===== config.mk =====
export PLATFORM = sky130hd
export DESIGN_NAME = smalltalk_token_scanner
export DESIGN_NICKNAME = d
export VERILOG_FILES = /design/src/rtl/sts_pkg.sv /design/src/rtl/sts_front.sv /design/src/rtl/sts_queue.sv /design/src/rtl/sts_back.sv /design/src/rtl/smalltalk_token_scanner.sv
export SDC_FILE = /design/constraint.sdc
export NUM_CORES = 2
export LEC_CHECK = 0
export BUFFER_PORTS_ARGS = -buffer_cell sky130_fd_sc_hd__buf_2
export CORE_ASPECT_RATIO = 1.25
export CORE_MARGIN = 10
export CORE_UTILIZATION = 30
export CTS_CLUSTER_DIAMETER = 100
export DETAILED_ROUTE_END_ITERATION = 6
export PLACE_DENSITY = 0.48
export SETUP_SLACK_MARGIN = 0.3
export SLEW_MARGIN = 20
export SYNTH_ARGS = -nofsm -noshare
export SYNTH_HDL_FRONTEND = slang
export SYNTH_HIERARCHICAL = 1
export SYNTH_SLANG_ARGS = --single-unit

===== constraint.sdc =====
create_clock -name clk_i -period 56.4 [get_ports clk_i]
set_input_delay 0 -clock clk_i [delete_from_list [all_inputs] [get_ports clk_i]]
set_output_delay 0 -clock clk_i [all_outputs]
set_load 0.05 [all_outputs]

===== src/rtl/sts_pkg.sv =====
// Shared types, codes and character helpers for the smalltalk token scanner.
// Depends on nothing; every other file of the block imports it.
`timescale 1ns / 1ps

package sts_pkg;

  localparam int PositionBitsDefault = 16;
  localparam int MaxResults          = 6;
  localparam int CountBits           = 3;

  // token kinds
  localparam logic [4:0] K_EOF       = 5'd0;
  localparam logic [4:0] K_IDENT     = 5'd1;
  localparam logic [4:0] K_KEYWORD   = 5'd2;
  localparam logic [4:0] K_TRUE      = 5'd3;
  localparam logic [4:0] K_FALSE     = 5'd4;
  localparam logic [4:0] K_NIL       = 5'd5;
  localparam logic [4:0] K_INT       = 5'd6;
  localparam logic [4:0] K_FLOAT     = 5'd7;
  localparam logic [4:0] K_STRING    = 5'd8;
  localparam logic [4:0] K_CHAR      = 5'd9;
  localparam logic [4:0] K_SYMBOL    = 5'd10;
  localparam logic [4:0] K_HASHPAREN = 5'd11;
  localparam logic [4:0] K_LPAREN    = 5'd12;
  localparam logic [4:0] K_RPAREN    = 5'd13;
  localparam logic [4:0] K_LBRACK    = 5'd14;
  localparam logic [4:0] K_RBRACK    = 5'd15;
  localparam logic [4:0] K_LBRACE    = 5'd16;
  localparam logic [4:0] K_RBRACE    = 5'd17;
  localparam logic [4:0] K_PERIOD    = 5'd18;
  localparam logic [4:0] K_SEMI      = 5'd19;
  localparam logic [4:0] K_CARET     = 5'd20;
  localparam logic [4:0] K_PIPE      = 5'd21;
  localparam logic [4:0] K_COLON     = 5'd22;
  localparam logic [4:0] K_ASSIGN    = 5'd23;
  localparam logic [4:0] K_GTGT      = 5'd24;
  localparam logic [4:0] K_BINOP     = 5'd25;
  localparam logic [4:0] K_ERROR     = 5'd26;
  localparam logic [4:0] K_NONE      = 5'd31;

  // binary operator codes
  localparam logic [4:0] OP_PLUS  = 5'd0;
  localparam logic [4:0] OP_STAR  = 5'd1;
  localparam logic [4:0] OP_SLASH = 5'd2;
  localparam logic [4:0] OP_AMP   = 5'd3;
  localparam logic [4:0] OP_COMMA = 5'd4;
  localparam logic [4:0] OP_AT    = 5'd5;
  localparam logic [4:0] OP_MINUS = 5'd6;
  localparam logic [4:0] OP_ARROW = 5'd7;
  localparam logic [4:0] OP_EQ    = 5'd8;
  localparam logic [4:0] OP_EQEQ  = 5'd9;
  localparam logic [4:0] OP_NE    = 5'd10;
  localparam logic [4:0] OP_NEQV  = 5'd11;
  localparam logic [4:0] OP_LT    = 5'd12;
  localparam logic [4:0] OP_LE    = 5'd13;
  localparam logic [4:0] OP_SHL   = 5'd14;
  localparam logic [4:0] OP_GT    = 5'd15;
  localparam logic [4:0] OP_GE    = 5'd16;
  localparam logic [4:0] OP_NONE  = 5'd17;

  // error codes
  localparam logic [2:0] E_NONE      = 3'd0;
  localparam logic [2:0] E_STRING    = 3'd1;
  localparam logic [2:0] E_CHAR      = 3'd2;
  localparam logic [2:0] E_SYM_SHORT = 3'd3;
  localparam logic [2:0] E_SYM_BAD   = 3'd4;
  localparam logic [2:0] E_RANGE     = 3'd5;
  localparam logic [2:0] E_TILDE     = 3'd6;
  localparam logic [2:0] E_UNEXPECT  = 3'd7;

  typedef struct packed {
    logic [7:0] char_code;
    logic       end_of_input;
  } in_t;

  typedef struct packed {
    logic               record_type;
    logic [7:0]         text_byte;
    logic [4:0]         token_kind;
    logic [4:0]         operator_code;
    logic [15:0]        start_line;
    logic [15:0]        start_column;
    logic signed [63:0] integer_value;
    logic [2:0]         error_code;
    logic               last_of_run;
  } out_t;

  // all results of one source beat
  typedef struct packed {
    out_t [MaxResults-1:0] res;
    logic [CountBits-1:0]  count;
  } bundle_t;

  typedef struct packed {
    logic empty;
    logic full;
  } q_status_t;

  function automatic logic is_alpha(logic [7:0] c);
    return (c >= 8'h61 && c <= 8'h7a) || (c >= 8'h41 && c <= 8'h5a);
  endfunction

  function automatic logic is_digit(logic [7:0] c);
    return c >= 8'h30 && c <= 8'h39;
  endfunction

  function automatic logic is_name_start(logic [7:0] c);
    return is_alpha(c) || c == 8'h5f;
  endfunction

  function automatic logic is_name_char(logic [7:0] c);
    return is_name_start(c) || is_digit(c);
  endfunction

  function automatic logic is_space(logic [7:0] c);
    return c == 8'h20 || (c >= 8'h09 && c <= 8'h0d);
  endfunction

  // + - * / = ~ < > & | @ ,
  function automatic logic is_bin_char(logic [7:0] c);
    return c == 8'h2b || c == 8'h2d || c == 8'h2a || c == 8'h2f || c == 8'h3d ||
           c == 8'h7e || c == 8'h3c || c == 8'h3e || c == 8'h26 || c == 8'h7c ||
           c == 8'h40 || c == 8'h2c;
  endfunction

  function automatic logic ends_operand(logic [4:0] k);
    return (k >= K_IDENT && k <= K_SYMBOL && k != K_KEYWORD) ||
           k == K_RPAREN || k == K_RBRACK || k == K_RBRACE;
  endfunction

  // drop reserved-word candidates that no longer match; bit 0 true, 1 false, 2 nil
  function automatic logic [2:0] word_match(logic [2:0] rw, logic [2:0] nl, logic [7:0] c);
    logic [7:0] t_ch;
    logic [7:0] f_ch;
    logic [7:0] n_ch;
    logic [2:0] r;
    case (nl)
      3'd0: begin t_ch = 8'h74; f_ch = 8'h66; n_ch = 8'h6e; end
      3'd1: begin t_ch = 8'h72; f_ch = 8'h61; n_ch = 8'h69; end
      3'd2: begin t_ch = 8'h75; f_ch = 8'h6c; n_ch = 8'h6c; end
      3'd3: begin t_ch = 8'h65; f_ch = 8'h73; n_ch = 8'h00; end
      3'd4: begin t_ch = 8'h00; f_ch = 8'h65; n_ch = 8'h00; end
      default: begin t_ch = 8'h00; f_ch = 8'h00; n_ch = 8'h00; end
    endcase
    r = rw;
    if (nl >= 3'd4 || t_ch != c) r[0] = 1'b0;
    if (nl >= 3'd5 || f_ch != c) r[1] = 1'b0;
    if (nl >= 3'd3 || n_ch != c) r[2] = 1'b0;
    return r;
  endfunction

  function automatic logic [4:0] name_kind(logic [2:0] rw, logic [2:0] nl);
    logic [4:0] k;
    k = K_IDENT;
    if (rw[0] && nl == 3'd4) k = K_TRUE;
    if (rw[1] && nl == 3'd5) k = K_FALSE;
    if (rw[2] && nl == 3'd3) k = K_NIL;
    return k;
  endfunction

endpackage


===== src/rtl/sts_front.sv =====
// Front end of the token scanner: accepts source beats, runs the lexer state
// machine and emits all results of a beat as one bundle. Depends on sts_pkg.
`timescale 1ns / 1ps

module sts_front #(
  parameter int POSITION_BITS = sts_pkg::PositionBitsDefault
) (
  input  logic                clk_i,
  input  logic                rst_ni,
  input  logic                in_valid_i,
  input  sts_pkg::in_t        in_data_i,
  input  sts_pkg::q_status_t  q_status_i,
  output logic                in_stall_o,
  output logic                push_o,
  output sts_pkg::bundle_t    bundle_o
);
  import sts_pkg::*;

  localparam int PB = POSITION_BITS;

  localparam logic [3:0] M_IDLE         = 4'd0;
  localparam logic [3:0] M_COMMENT      = 4'd1;
  localparam logic [3:0] M_NAME         = 4'd2;
  localparam logic [3:0] M_NAME_COLON   = 4'd3;
  localparam logic [3:0] M_NUMBER       = 4'd4;
  localparam logic [3:0] M_NUM_DOT      = 4'd5;
  localparam logic [3:0] M_FLOAT        = 4'd6;
  localparam logic [3:0] M_STRING       = 4'd7;
  localparam logic [3:0] M_STRING_QUOTE = 4'd8;
  localparam logic [3:0] M_CHAR         = 4'd9;
  localparam logic [3:0] M_HASH         = 4'd10;
  localparam logic [3:0] M_SYM_NAME     = 4'd11;
  localparam logic [3:0] M_SYM_COLON    = 4'd12;
  localparam logic [3:0] M_SYM_BIN      = 4'd13;
  localparam logic [3:0] M_OP           = 4'd14;

  localparam logic [PB-1:0] PosMax = {PB{1'b1}};
  localparam logic [PB-1:0] PosOne = PB'(1);

  logic [3:0]    mode_q, mode_d;
  logic [7:0]    pb_q, pb_d;
  logic [PB-1:0] pl_q, pl_d, pc_q, pc_d;
  logic [4:0]    pk_q, pk_d;
  logic          sp_q, sp_d;
  logic [PB-1:0] tl_q, tl_d, tc_q, tc_d;
  logic [63:0]   mag_q, mag_d;
  logic          ov_q, ov_d, neg_q, neg_d;
  logic [2:0]    rw_q, rw_d, nl_q, nl_d;
  logic [PB-1:0] line_q, line_d, col_q, col_d;

  logic          accept;
  logic [7:0]    c_in;
  logic          eof_in;
  logic [63:0]   dig;
  logic [63:0]   lim;
  logic [63:0]   cont_mag;
  logic          cont_ov;
  logic          fin_bad;
  logic [63:0]   fin_val;
  bundle_t       b;

  assign accept     = in_valid_i && !q_status_i.full;
  assign in_stall_o = q_status_i.full;
  assign c_in       = in_data_i.char_code;
  assign eof_in     = in_data_i.end_of_input;

  // digit append on the running magnitude with the signed range limit
  always_comb begin
    dig = {60'd0, c_in[3:0]};
    lim = (c_in[3:0] == 4'd9) ? 64'h0CCC_CCCC_CCCC_CCCB : 64'h0CCC_CCCC_CCCC_CCCC;
    cont_mag = mag_q;
    cont_ov  = ov_q;
    if (!ov_q) begin
      if (mag_q > lim) cont_ov = 1'b1;
      else cont_mag = (mag_q << 3) + (mag_q << 1) + dig;
    end
    fin_bad = ov_q || (!neg_q && mag_q[63]);
    fin_val = neg_q ? (64'd0 - mag_q) : mag_q;
  end

  // position of the next source byte
  always_comb begin
    line_d = line_q;
    col_d  = col_q;
    if (accept && !eof_in) begin
      if (c_in == 8'h0a) begin
        if (line_q < PosMax) line_d = line_q + PosOne;
        col_d = PosOne;
      end else if (col_q < PosMax) begin
        col_d = col_q + PosOne;
      end
    end
  end

  // lexer: up to three passes per beat (byte refed, held byte replayed)
  always_comb begin
    logic          go, h2, we, se;
    logic [7:0]    wc, sc;
    logic [PB-1:0] wl, wcol, sl, scol;
    logic          t_en, r_en;
    logic [7:0]    t_b;
    logic [4:0]    r_k, r_o;
    logic [63:0]   r_v;
    logic [2:0]    r_e;
    logic [2:0]    n;
    mode_d = mode_q; pb_d = pb_q; pl_d = pl_q; pc_d = pc_q;
    pk_d = pk_q; sp_d = sp_q; tl_d = tl_q; tc_d = tc_q;
    mag_d = mag_q; ov_d = ov_q; neg_d = neg_q; rw_d = rw_q; nl_d = nl_q;
    b = '0;
    n = '0;
    go = 1'b1; h2 = 1'b0;
    wc = c_in; wl = line_q; wcol = col_q; we = eof_in;
    sc = c_in; sl = line_q; scol = col_q; se = eof_in;
    for (int p = 0; p < 3; p++) begin
      t_en = 1'b0; t_b = wc; r_en = 1'b0; r_k = K_EOF; r_o = OP_NONE;
      r_v = 64'd0; r_e = E_NONE;
      if (go) begin
        go = 1'b0;
        if (we) begin
          // end of input: close the open token, then the end-of-file record
          case (mode_d)
            M_NAME: begin r_en = 1'b1; r_k = name_kind(rw_d, nl_d); go = 1'b1; end
            M_NAME_COLON: begin
              t_en = 1'b1; t_b = 8'h3a; r_en = 1'b1; r_k = K_KEYWORD; go = 1'b1;
            end
            M_NUMBER: begin
              r_en = 1'b1; r_k = fin_bad ? K_ERROR : K_INT;
              r_e = fin_bad ? E_RANGE : E_NONE; r_v = fin_bad ? 64'd0 : fin_val; go = 1'b1;
            end
            M_NUM_DOT: begin
              r_en = 1'b1; r_k = fin_bad ? K_ERROR : K_INT;
              r_e = fin_bad ? E_RANGE : E_NONE; r_v = fin_bad ? 64'd0 : fin_val;
              go = 1'b1; h2 = 1'b1; sc = wc; sl = wl; scol = wcol; se = we;
              wc = pb_d; wl = pl_d; wcol = pc_d; we = 1'b0;
            end
            M_FLOAT:        begin r_en = 1'b1; r_k = K_FLOAT; go = 1'b1; end
            M_STRING:       begin r_en = 1'b1; r_k = K_ERROR; r_e = E_STRING; go = 1'b1; end
            M_STRING_QUOTE: begin r_en = 1'b1; r_k = K_STRING; go = 1'b1; end
            M_CHAR:         begin r_en = 1'b1; r_k = K_ERROR; r_e = E_CHAR; go = 1'b1; end
            M_HASH: begin r_en = 1'b1; r_k = K_ERROR; r_e = E_SYM_SHORT; go = 1'b1; end
            M_SYM_NAME, M_SYM_BIN: begin r_en = 1'b1; r_k = K_SYMBOL; go = 1'b1; end
            M_SYM_COLON: begin
              t_en = 1'b1; t_b = 8'h3a; r_en = 1'b1; r_k = K_SYMBOL; go = 1'b1;
            end
            M_OP: begin
              r_en = 1'b1; go = 1'b1;
              case (pb_d)
                8'h2d: begin r_k = K_BINOP; r_o = OP_MINUS; end
                8'h3d: begin r_k = K_BINOP; r_o = OP_EQ; end
                8'h7e: begin r_k = K_ERROR; r_e = E_TILDE; end
                8'h3c: begin r_k = K_BINOP; r_o = OP_LT; end
                8'h3e: begin r_k = K_BINOP; r_o = OP_GT; end
                default: r_k = K_COLON;
              endcase
            end
            default: begin
              tl_d = line_q; tc_d = col_q; r_en = 1'b1; r_k = K_EOF;
            end
          endcase
          mode_d = M_IDLE;
        end else begin
          case (mode_d)
            M_COMMENT: if (wc == 8'h22) mode_d = M_IDLE;
            M_NAME: begin
              if (is_name_char(wc)) begin
                t_en = 1'b1; rw_d = word_match(rw_d, nl_d, wc);
                if (nl_d < 3'd7) nl_d = nl_d + 3'd1;
              end else if (wc == 8'h3a) begin
                pb_d = wc; pl_d = wl; pc_d = wcol; mode_d = M_NAME_COLON;
              end else begin
                r_en = 1'b1; r_k = name_kind(rw_d, nl_d); mode_d = M_IDLE; go = 1'b1;
              end
            end
            M_NAME_COLON: begin
              mode_d = M_IDLE;
              if (wc == 8'h3d) begin
                r_en = 1'b1; r_k = name_kind(rw_d, nl_d);
                go = 1'b1; h2 = 1'b1; sc = wc; sl = wl; scol = wcol; se = we;
                wc = pb_d; wl = pl_d; wcol = pc_d; we = 1'b0;
              end else begin
                t_en = 1'b1; t_b = 8'h3a; r_en = 1'b1; r_k = K_KEYWORD; go = 1'b1;
              end
            end
            M_NUMBER: begin
              if (is_digit(wc)) begin
                mag_d = cont_mag; ov_d = cont_ov;
              end else if (wc == 8'h2e) begin
                pb_d = wc; pl_d = wl; pc_d = wcol; mode_d = M_NUM_DOT;
              end else begin
                r_en = 1'b1; r_k = fin_bad ? K_ERROR : K_INT;
                r_e = fin_bad ? E_RANGE : E_NONE; r_v = fin_bad ? 64'd0 : fin_val;
                mode_d = M_IDLE; go = 1'b1;
              end
            end
            M_NUM_DOT: begin
              if (is_digit(wc)) begin
                mode_d = M_FLOAT;
              end else begin
                r_en = 1'b1; r_k = fin_bad ? K_ERROR : K_INT;
                r_e = fin_bad ? E_RANGE : E_NONE; r_v = fin_bad ? 64'd0 : fin_val;
                mode_d = M_IDLE;
                go = 1'b1; h2 = 1'b1; sc = wc; sl = wl; scol = wcol; se = we;
                wc = pb_d; wl = pl_d; wcol = pc_d; we = 1'b0;
              end
            end
            M_FLOAT: begin
              if (!is_digit(wc)) begin
                r_en = 1'b1; r_k = K_FLOAT; mode_d = M_IDLE; go = 1'b1;
              end
            end
            M_STRING: begin
              if (wc == 8'h27) begin
                pb_d = wc; pl_d = wl; pc_d = wcol; mode_d = M_STRING_QUOTE;
              end else begin
                t_en = 1'b1;
              end
            end
            M_STRING_QUOTE: begin
              if (wc == 8'h27) begin
                t_en = 1'b1; mode_d = M_STRING;
              end else begin
                r_en = 1'b1; r_k = K_STRING; mode_d = M_IDLE; go = 1'b1;
              end
            end
            M_CHAR: begin
              t_en = 1'b1; r_en = 1'b1; r_k = K_CHAR; mode_d = M_IDLE;
            end
            M_HASH: begin
              if (wc == 8'h28) begin
                r_en = 1'b1; r_k = K_HASHPAREN; mode_d = M_IDLE;
              end else if (is_name_start(wc)) begin
                t_en = 1'b1; mode_d = M_SYM_NAME;
              end else if (is_bin_char(wc)) begin
                t_en = 1'b1; mode_d = M_SYM_BIN;
              end else begin
                r_en = 1'b1; r_k = K_ERROR; r_e = E_SYM_BAD; mode_d = M_IDLE; go = 1'b1;
              end
            end
            M_SYM_NAME: begin
              if (is_name_char(wc)) begin
                t_en = 1'b1;
              end else if (wc == 8'h3a) begin
                pb_d = wc; pl_d = wl; pc_d = wcol; mode_d = M_SYM_COLON;
              end else begin
                r_en = 1'b1; r_k = K_SYMBOL; mode_d = M_IDLE; go = 1'b1;
              end
            end
            M_SYM_COLON: begin
              if (wc == 8'h3d) begin
                r_en = 1'b1; r_k = K_SYMBOL; mode_d = M_IDLE;
                go = 1'b1; h2 = 1'b1; sc = wc; sl = wl; scol = wcol; se = we;
                wc = pb_d; wl = pl_d; wcol = pc_d; we = 1'b0;
              end else begin
                t_en = 1'b1; t_b = 8'h3a; mode_d = M_SYM_NAME; go = 1'b1;
              end
            end
            M_SYM_BIN: begin
              mode_d = M_IDLE; r_en = 1'b1; r_k = K_SYMBOL;
              if (is_bin_char(wc)) t_en = 1'b1;
              else go = 1'b1;
            end
            M_OP: begin
              // two-byte operators and the sign of a negative literal
              mode_d = M_IDLE; r_en = 1'b1; r_k = K_BINOP;
              if (pb_d == 8'h2d && wc == 8'h3e) r_o = OP_ARROW;
              else if (pb_d == 8'h2d && is_digit(wc) &&
                       (!ends_operand(pk_d) || sp_d)) begin
                r_en = 1'b0; mode_d = M_NUMBER; neg_d = 1'b1; mag_d = dig; ov_d = 1'b0;
              end
              else if (pb_d == 8'h3d && wc == 8'h3d) r_o = OP_EQEQ;
              else if (pb_d == 8'h7e && wc == 8'h3d) r_o = OP_NE;
              else if (pb_d == 8'h7e && wc == 8'h7e) r_o = OP_NEQV;
              else if (pb_d == 8'h3c && wc == 8'h3d) r_o = OP_LE;
              else if (pb_d == 8'h3c && wc == 8'h3c) r_o = OP_SHL;
              else if (pb_d == 8'h3e && wc == 8'h3d) r_o = OP_GE;
              else if (pb_d == 8'h3e && wc == 8'h3e) r_k = K_GTGT;
              else if (pb_d == 8'h3a && wc == 8'h3d) r_k = K_ASSIGN;
              else begin
                go = 1'b1;
                case (pb_d)
                  8'h2d: r_o = OP_MINUS;
                  8'h3d: r_o = OP_EQ;
                  8'h7e: begin r_k = K_ERROR; r_e = E_TILDE; end
                  8'h3c: r_o = OP_LT;
                  8'h3e: r_o = OP_GT;
                  default: r_k = K_COLON;
                endcase
              end
            end
            default: begin
              // between tokens
              mode_d = M_IDLE;
              if (is_space(wc)) begin
                sp_d = 1'b1;
              end else if (wc == 8'h22) begin
                sp_d = 1'b1; mode_d = M_COMMENT;
              end else begin
                tl_d = wl; tc_d = wcol;
                if (is_name_start(wc)) begin
                  mode_d = M_NAME; t_en = 1'b1;
                  rw_d = word_match(3'b111, 3'd0, wc); nl_d = 3'd1;
                end else if (is_digit(wc)) begin
                  mode_d = M_NUMBER; neg_d = 1'b0; mag_d = dig; ov_d = 1'b0;
                end else begin
                  r_en = 1'b1;
                  case (wc)
                    8'h23: begin r_en = 1'b0; mode_d = M_HASH; end
                    8'h27: begin r_en = 1'b0; mode_d = M_STRING; end
                    8'h24: begin r_en = 1'b0; mode_d = M_CHAR; end
                    8'h28: r_k = K_LPAREN;
                    8'h29: r_k = K_RPAREN;
                    8'h5b: r_k = K_LBRACK;
                    8'h5d: r_k = K_RBRACK;
                    8'h7b: r_k = K_LBRACE;
                    8'h7d: r_k = K_RBRACE;
                    8'h2e: r_k = K_PERIOD;
                    8'h3b: r_k = K_SEMI;
                    8'h5e: r_k = K_CARET;
                    8'h7c: r_k = K_PIPE;
                    8'h2b: begin r_k = K_BINOP; r_o = OP_PLUS; end
                    8'h2a: begin r_k = K_BINOP; r_o = OP_STAR; end
                    8'h2f: begin r_k = K_BINOP; r_o = OP_SLASH; end
                    8'h26: begin r_k = K_BINOP; r_o = OP_AMP; end
                    8'h2c: begin r_k = K_BINOP; r_o = OP_COMMA; end
                    8'h40: begin r_k = K_BINOP; r_o = OP_AT; end
                    8'h2d, 8'h3d, 8'h7e, 8'h3c, 8'h3e, 8'h3a: begin
                      r_en = 1'b0; pb_d = wc; pl_d = wl; pc_d = wcol; mode_d = M_OP;
                    end
                    default: begin r_k = K_ERROR; r_e = E_UNEXPECT; end
                  endcase
                end
              end
            end
          endcase
        end
      end
      // append this pass's text byte, then its record
      if (t_en) begin
        b.res[n] = '{record_type: 1'b0, text_byte: t_b, token_kind: K_EOF,
                     operator_code: OP_NONE, start_line: 16'(tl_d),
                     start_column: 16'(tc_d), integer_value: 64'sd0,
                     error_code: E_NONE, last_of_run: 1'b0};
        n = n + 3'd1;
      end
      if (r_en) begin
        b.res[n] = '{record_type: 1'b1, text_byte: 8'd0, token_kind: r_k,
                     operator_code: r_o, start_line: 16'(tl_d),
                     start_column: 16'(tc_d), integer_value: r_v,
                     error_code: r_e, last_of_run: 1'b0};
        n = n + 3'd1;
        pk_d = r_k;
        sp_d = 1'b0;
      end
      if (!go && h2) begin
        go = 1'b1; h2 = 1'b0; wc = sc; wl = sl; wcol = scol; we = se;
      end
    end
    b.count = n;
  end

  assign push_o   = accept && (b.count != '0);
  assign bundle_o = b;

  // scanner state
  always_ff @(posedge clk_i or negedge rst_ni) begin
    if (!rst_ni) begin
      mode_q <= M_IDLE;
      pb_q   <= 8'd0;
      pl_q   <= PosOne;
      pc_q   <= PosOne;
      pk_q   <= K_NONE;
      sp_q   <= 1'b0;
      tl_q   <= PosOne;
      tc_q   <= PosOne;
      mag_q  <= 64'd0;
      ov_q   <= 1'b0;
      neg_q  <= 1'b0;
      rw_q   <= 3'b111;
      nl_q   <= 3'd0;
      line_q <= PosOne;
      col_q  <= PosOne;
    end else if (accept) begin
      mode_q <= mode_d;
      pb_q   <= pb_d;
      pl_q   <= pl_d;
      pc_q   <= pc_d;
      pk_q   <= pk_d;
      sp_q   <= sp_d;
      tl_q   <= tl_d;
      tc_q   <= tc_d;
      mag_q  <= mag_d;
      ov_q   <= ov_d;
      neg_q  <= neg_d;
      rw_q   <= rw_d;
      nl_q   <= nl_d;
      line_q <= line_d;
      col_q  <= col_d;
    end
  end

endmodule


===== src/rtl/sts_queue.sv =====
// Two-entry queue of result bundles between scanner front and output back end.
// Depends on sts_pkg for the bundle and status types.
`timescale 1ns / 1ps

module sts_queue (
  input  logic                clk_i,
  input  logic                rst_ni,
  input  logic                push_i,
  input  sts_pkg::bundle_t    bundle_i,
  input  logic                pop_i,
  output sts_pkg::bundle_t    head_o,
  output sts_pkg::q_status_t  status_o
);
  import sts_pkg::*;

  bundle_t    mem_q [2];
  logic       wr_q, rd_q;
  logic [1:0] cnt_q, cnt_d;

  assign status_o.empty = (cnt_q == 2'd0);
  assign status_o.full  = (cnt_q == 2'd2);
  assign head_o         = mem_q[rd_q];

  // occupancy
  always_comb begin
    cnt_d = cnt_q;
    if (push_i && !pop_i) cnt_d = cnt_q + 2'd1;
    else if (!push_i && pop_i) cnt_d = cnt_q - 2'd1;
  end

  // pointers and count
  always_ff @(posedge clk_i or negedge rst_ni) begin
    if (!rst_ni) begin
      wr_q  <= 1'b0;
      rd_q  <= 1'b0;
      cnt_q <= 2'd0;
    end else begin
      if (push_i) wr_q <= ~wr_q;
      if (pop_i) rd_q <= ~rd_q;
      cnt_q <= cnt_d;
    end
  end

  // bundle storage
  always_ff @(posedge clk_i) begin
    if (push_i) mem_q[wr_q] <= bundle_i;
  end

endmodule


===== src/rtl/sts_back.sv =====
// Back end: walks the head bundle and hands results out one beat at a time
// through a registered output stage. Depends on sts_pkg.
`timescale 1ns / 1ps

module sts_back (
  input  logic                clk_i,
  input  logic                rst_ni,
  input  sts_pkg::bundle_t    head_i,
  input  sts_pkg::q_status_t  q_status_i,
  output logic                pop_o,
  output logic                out_valid_o,
  input  logic                out_stall_i,
  output sts_pkg::out_t       out_data_o
);
  import sts_pkg::*;

  logic [CountBits-1:0] idx_q, idx_d;
  logic                 vld_q;
  out_t                 out_q, out_d;
  logic                 load, take, last;

  // pick the next result when the output register frees up
  always_comb begin
    load  = !vld_q || !out_stall_i;
    take  = load && !q_status_i.empty;
    last  = (idx_q == head_i.count - CountBits'(1));
    pop_o = take && last;
    idx_d = idx_q;
    if (take) idx_d = last ? '0 : idx_q + CountBits'(1);
  end

  // selected result with its end-of-run flag
  always_comb begin
    out_d             = head_i.res[idx_q];
    out_d.last_of_run = last;
  end

  always_ff @(posedge clk_i or negedge rst_ni) begin
    if (!rst_ni) begin
      idx_q <= '0;
      vld_q <= 1'b0;
    end else begin
      idx_q <= idx_d;
      if (load) vld_q <= !q_status_i.empty;
    end
  end

  // output payload
  always_ff @(posedge clk_i) begin
    if (take) begin
      out_q <= out_d;
    end
  end

  assign out_valid_o = vld_q;
  assign out_data_o  = out_q;

  a_head_nonempty: assert property (@(posedge clk_i) disable iff (!rst_ni)
    !q_status_i.empty |-> head_i.count != '0)
    else $error("queued bundle holds no result");
  a_idx_in_range: assert property (@(posedge clk_i) disable iff (!rst_ni)
    !q_status_i.empty |-> idx_q < head_i.count)
    else $error("result index beyond bundle");
  a_idx_idle: assert property (@(posedge clk_i) disable iff (!rst_ni)
    q_status_i.empty |-> idx_q == '0)
    else $error("result index not rewound on empty queue");

endmodule


===== src/rtl/smalltalk_token_scanner.sv =====
// Smalltalk token scanner top level: front lexer, bundle queue, output stage.
// Depends on sts_pkg, sts_front, sts_queue and sts_back.
`timescale 1ns / 1ps

// The scanner takes one source byte (or an end-of-input beat) per cycle while
// its two-entry bundle queue has room, and turns it in the same cycle into the
// zero to six results it causes (text bytes and token records). The back end
// sends those results out one per cycle while the output is not stalled, so
// throughput is set by the output port: a bundle stays queued until its last
// result is taken. A byte that gives no result (whitespace, comment, digits of
// a number) pushes no bundle. An accepted byte's first result is written into
// the bundle queue, then into the output register. Line and column counters
// are POSITION_BITS wide and saturate; the result fields carry their low 16 bits.
module smalltalk_token_scanner #(
  parameter int POSITION_BITS = sts_pkg::PositionBitsDefault
) (
  input  logic           clk_i,
  input  logic           rst_ni,
  input  logic           in_valid_i,
  output logic           in_stall_o,
  input  sts_pkg::in_t   in_data_i,
  output logic           out_valid_o,
  input  logic           out_stall_i,
  output sts_pkg::out_t  out_data_o
);
  import sts_pkg::*;

  logic       push, pop;
  bundle_t    bundle, head;
  q_status_t  q_status;

  sts_front #(.POSITION_BITS(POSITION_BITS)) u_front (
    .clk_i      (clk_i),
    .rst_ni     (rst_ni),
    .in_valid_i (in_valid_i),
    .in_data_i  (in_data_i),
    .q_status_i (q_status),
    .in_stall_o (in_stall_o),
    .push_o     (push),
    .bundle_o   (bundle)
  );

  sts_queue u_queue (
    .clk_i    (clk_i),
    .rst_ni   (rst_ni),
    .push_i   (push),
    .bundle_i (bundle),
    .pop_i    (pop),
    .head_o   (head),
    .status_o (q_status)
  );

  sts_back u_back (
    .clk_i       (clk_i),
    .rst_ni      (rst_ni),
    .head_i      (head),
    .q_status_i  (q_status),
    .pop_o       (pop),
    .out_valid_o (out_valid_o),
    .out_stall_i (out_stall_i),
    .out_data_o  (out_data_o)
  );

endmodule

# Word-level counts from Yosys, hierarchy flattened
# Memories as Yosys holds them, arrays and structs flattened.
# Index checks and enable logic that the tools add are counted.
[totals] reg_bits=313 mem_bits_rw=1434 in_bits=13 output_inout_bits=121 elab_cells=1540 memories=1
[classes] n_addsub=17 order_cmp=56 eq_ne=193 mux=1014 bitwise=2 reduce_logical=228
[memory_table] name="u_queue.mem_q" depth=2 word_bits=717 rd=1 rd_clocked_by_memory_dff=0 wr=1 line_no="sts_queue.sv:16" rtl="bundle_t mem_q [2];"
[op_table] op="714-bit bitwise mux" count=5
[op_table] op="714-bit two-way mux" count=5
[op_table] op="64-bit two-way mux" count=47
[op_table] op="16-bit two-way mux" count=138
[op_table] op="119-bit demux with 3-bit select" count=5
[op_table] op="8-bit two-way mux" count=149
[op_table] op="119-bit two-way mux" count=6
[op_table] op="5-bit two-way mux" count=127
[op_table] op="8-bit by 6-bit == test with 1-bit output (second input constant)" count=72
[op_table] op="64-bit one-hot mux with 3 select lines" count=3
[op_table] op="3-bit two-way mux" count=140
[op_table] op="16-bit one-hot mux with 4 select lines" count=6
[op_table] op="64-bit one-hot mux with 2 select lines" count=3
[op_table] op="119-bit binary-select mux with 3-bit select" count=1
[op_table] op="4-bit two-way mux" count=63
[op_table] op="8-bit by 7-bit == test with 1-bit output (second input constant)" count=30
[op_table] op="1-bit two-way mux" count=230
[op_table] op="5-bit one-hot mux with 13 select lines" count=3
[op_table] op="16-bit one-hot mux with 2 select lines" count=6
[op_table] op="5-bit one-hot mux with 12 select lines" count=3
[op_table] op="8-bit != test" count=18
[op_table] op="4-bit one-hot mux with 12 select lines" count=3
[op_table] op="5-bit one-hot mux with 8 select lines" count=3
[op_table] op="118-bit two-way mux" count=1
[op_table] op="other kinds (77)" count=443

# Depth between registers and ports, before layout
[depth] ltp_word=68 ltp_mapped=28

# Modules after synthesis
# The synthesis kept the hierarchy.
[modules_own_cells] mod="sts_queue" n_inst=1 cells_each=2247 area_per_inst_um2=52302.7
[modules_own_cells] mod="sts_front" n_inst=1 cells_each=4816 area_per_inst_um2=31869.3
[modules_own_cells] mod="sts_back" n_inst=1 cells_each=684 area_per_inst_um2=9285.2

# Worst setup path after synthesis
# Ideal clock, no wire load.
[synth_timing] path_type="reg-to-reg" from="register u_front.mode_q[2]" to="memory u_queue/mem_q[0][0] (netlist bit) (enable)" setup_ns=1.903 arrival_time_ns=37.181 required_ns=54.497 path_slack_ns=17.316 stages_incl_launch_ff=23 path_buffers=4 synth_period_minus_slack_ns=39.084 cell_sequence="dfrtp_1 -> clkbuf_1 -> or4b_2 -> clkbuf_1 -> nor3_1 -> a311o_1 -> o31a_1 -> buf_1 -> o21ai_0 -> a221o_1 -> and2_1 -> clkbuf_1 -> fa_1 -> ha_1 -> o211ai_1 -> o31ai_2 -> ha_1 -> a21boi_0 -> or2_2 -> nor2b_1 -> a22o_1 -> a211oi_1 -> nor2b_1"
[synth_between] elab_chain_cells=53
[synth_lines] item="start: declaration" line_no="sts_front.sv:40" rtl="logic [3:0] mode_q, mode_d;"
[synth_lines] item="start signal: assignment" line_no="sts_front.sv:383" rtl="mode_q <= mode_d;"
[synth_lines] item="parallel branches: the longest is 48 deep, another holds 1-bit one-hot mux with 8 select lines"
[synth_lines] item="3-bit two-way mux *" line_no="sts_front.sv:345" rtl="if (r_en) begin"
[synth_lines] item="3-bit nonzero test *" line_no="sts_front.sv:361" rtl="assign push_o = accept && (b.count != '0);"
[synth_lines] item="1-bit logical AND *" line_no="sts_front.sv:361"
[synth_lines] item="net push" line_no="smalltalk_token_scanner.sv:28" rtl="logic push, pop;"
[synth_lines] item="1-bit two-way mux *" line_no="sts_queue.sv:46" rtl="if (push_i) mem_q[wr_q] <= bundle_i;"
[synth_lines] item="1-bit two-way mux (not written as such) *" line_no="sts_queue.sv:46"
[synth_lines] item="end: declaration" line_no="sts_queue.sv:16"
# Mark *: on every way through the listed nets, which the timed path passes.

# Worst setup path after layout
[layout_timing] from="register u_front.mode_q[3]" to="memory u_queue/mem_q[0][439] (netlist bit) (enable)"
# The elaborated chain is that of the path after synthesis.

==> metrics.txt <==
Reg-to-Reg Start=u_front/mode_q[3]; required time of the critical path=56.89 ns; drt pass-1 iters=6; most common cell after layout, fill and taps aside=edfxtp_1; first-pass GRT wire length=467000 um; most frequent cells in the layout=edfxtp_1, nor2_1, mux2_2; Final period util=0.256; Final Hold Viols=0; Slowest-stage cell, CP=and4bb_1; Hold EP=u_front/rw_q[0]; WP depth=28; status=finished clean; port bufs=133; FMAX=0.0693 GHz; hold depth=7; Core Area=0.309 mm^2; Synth-to-Final Area Change=11.6%; worst hold start=in_data_i[2]; H-Tree Depth=4; crit path launch type=flip-flop; Post-CTS Hold Fix Bufs=13; met2 wire len=161000 um; Remaining DRCs=0; CP max stage delay=0.89 ns; Global Route Usage Sum=0.186; Max FO, Critical Path=152; Layout Cells excl Fill=12000; Starting Density=0.301; Worst R2R End=u_queue/mem_q[0][439]; Power Density=73.6 mW/mm^2; DR WL met3=15600 um; via count=64600; number of max-cap violations=0; initial antenna violation count=11; Met1 Wirelength=127000 um; Placed Instances=11600; largest net degree at the start of global routing=154; root buf cell=clkbuf_16; layout cell share with drive strength beyond 1=0.214; final worst path period need=14.44 ns; post-synthesis cell area=0.0930 mm^2; total CTS buffers=190; worst slew pin tran=1.32 ns; Clock Path Buffers=4; Worst EP arrival=14.92 ns; delay-heaviest family, CP=buffers and inverters; final worst clock skew=0.0918 ns; Nets=7864; Setup CP Type=flip-flop to flip-flop; Buf/Inv on CP=8; vias per cell=5.39; FP Rows=228; number of global-route vias before repair=66000; Hold WC Path Type=input port to flip-flop; crit end category=flip-flop; most numerous cell on the critical path=buf_4; fin util=0.336; Final Max Tran Viols=0; RSZ-0062 raised after global routing=no; Pwr Total=7.64 mW; worst r2r path cells=28; Post-DRT Antenna Nets=0; CTS tree=built; die area=0.333 mm^2; number of synthesis warnings=6; Max-slew headroom=0.108; DRT iter0 DRCs=5582; DR top layer=met5; drt total wl=324000 um; GP Congestion=0.958; Leak Pwr=37.0 nW; Post-CTS Setup Bufs=0; Worst VDD drop=0.0000733 V; Setup TNS=0 ns; Die Width=518 um; Worst-path clk slew=0.06 ns; total grt overflow=0; Syn Inst Count=7723; Die Y-Extent=642 um; io pins=134; Num Clock Sinks=1735; WL per Instance=27.0 um; post-DP HPWL=215000 um; Final setup viols=0; Clock Latency Late Sink=0.90 ns; worst reg2reg setup slack=41.96 ns; synthesized area per cell=12.0 um^2; post-cts sizing count=0
## how the worst max path moves through the flow
stage	from	slack, ns	end
finish	u_front/mode_q[3]	41.96	u_queue/mem_q[0][439]
global placement	in_data_i[5]	41.49	u_queue/mem_q[0][323]
global route	u_front/mode_q[2]	41.33	u_queue/mem_q[0][323]
detailed placement	in_data_i[5]	42.01	u_queue/mem_q[0][323]
CTS	u_front/mode_q[3]	42.18	u_queue/mem_q[0][323]
floorplan	u_front/mode_q[2]	17.59	u_queue/mem_q[0][0]
## registers in the layout, indices dropped and copies added, names as in the netlist, 8 cells and up
register           count
u_front/tc_q          16
u_front/pc_q          16
u_queue/mem_q       1422
u_front/mag_q         64
u_front/pl_q          16
u_front/line_q        16
u_back/out_data_o    119
u_front/pb_q           8
u_front/tl_q          16
u_front/col_q         16
## stage by stage
step                hold WS (ns)  cell area (um^2)  worst slack (ns)
floorplan                 -0.296             93500             17.59
global placement          0.0431             97500             41.49
detailed placement        0.0187             97500             42.01
CTS                      0.00260            104000             42.18
global route               0.140            104000             41.33
finish                    0.0712            104000             41.96
## tightest hold or removal path, stage by stage
cell	delay, ns
buf_2	0.27
xnor2_1	0.20
nand4_1	0.09
o31a_1	0.12
o21ai_0	0.07
a21oi_1	0.12
a21oi_1	0.05
## report_power, final
part | leakage [nW] | switching [mW] | internal (mW) | total, mW
logic | 17.3 | 2.63 | 1.23 | 3.86
registers | 16.8 | 0.191 | 2.34 | 2.53
clock network | 2.97 | 0.526 | 0.715 | 1.24
total | 37.0 | 3.35 | 4.29 | 7.64
## per-layer routing
metal	track usage	up-vias
met3	0.0263	674
li1	-	29000
met2	0.327	2019
met4	0.0991	8
met1	0.218	32900
met5	0	-
## area by class of cell
| class | count | area (um^2) |
|---|---|---|
| Inverter | 184 | 691 |
| Sequential cell | 1735 | 51200 |
| Timing Repair Buffer | 333 | 2340 |
| Antenna cell | 2 | 5.00 |
| Clock buffer | 246 | 5130 |
| Multi-Input combinational cell | 5256 | 38300 |
| Fill cell | 30800 | 205000 |
| Tap cell | 4140 | 5180 |
| Clock inverter | 97 | 953 |
Note: power is estimated with default switching activity, not from simulation.
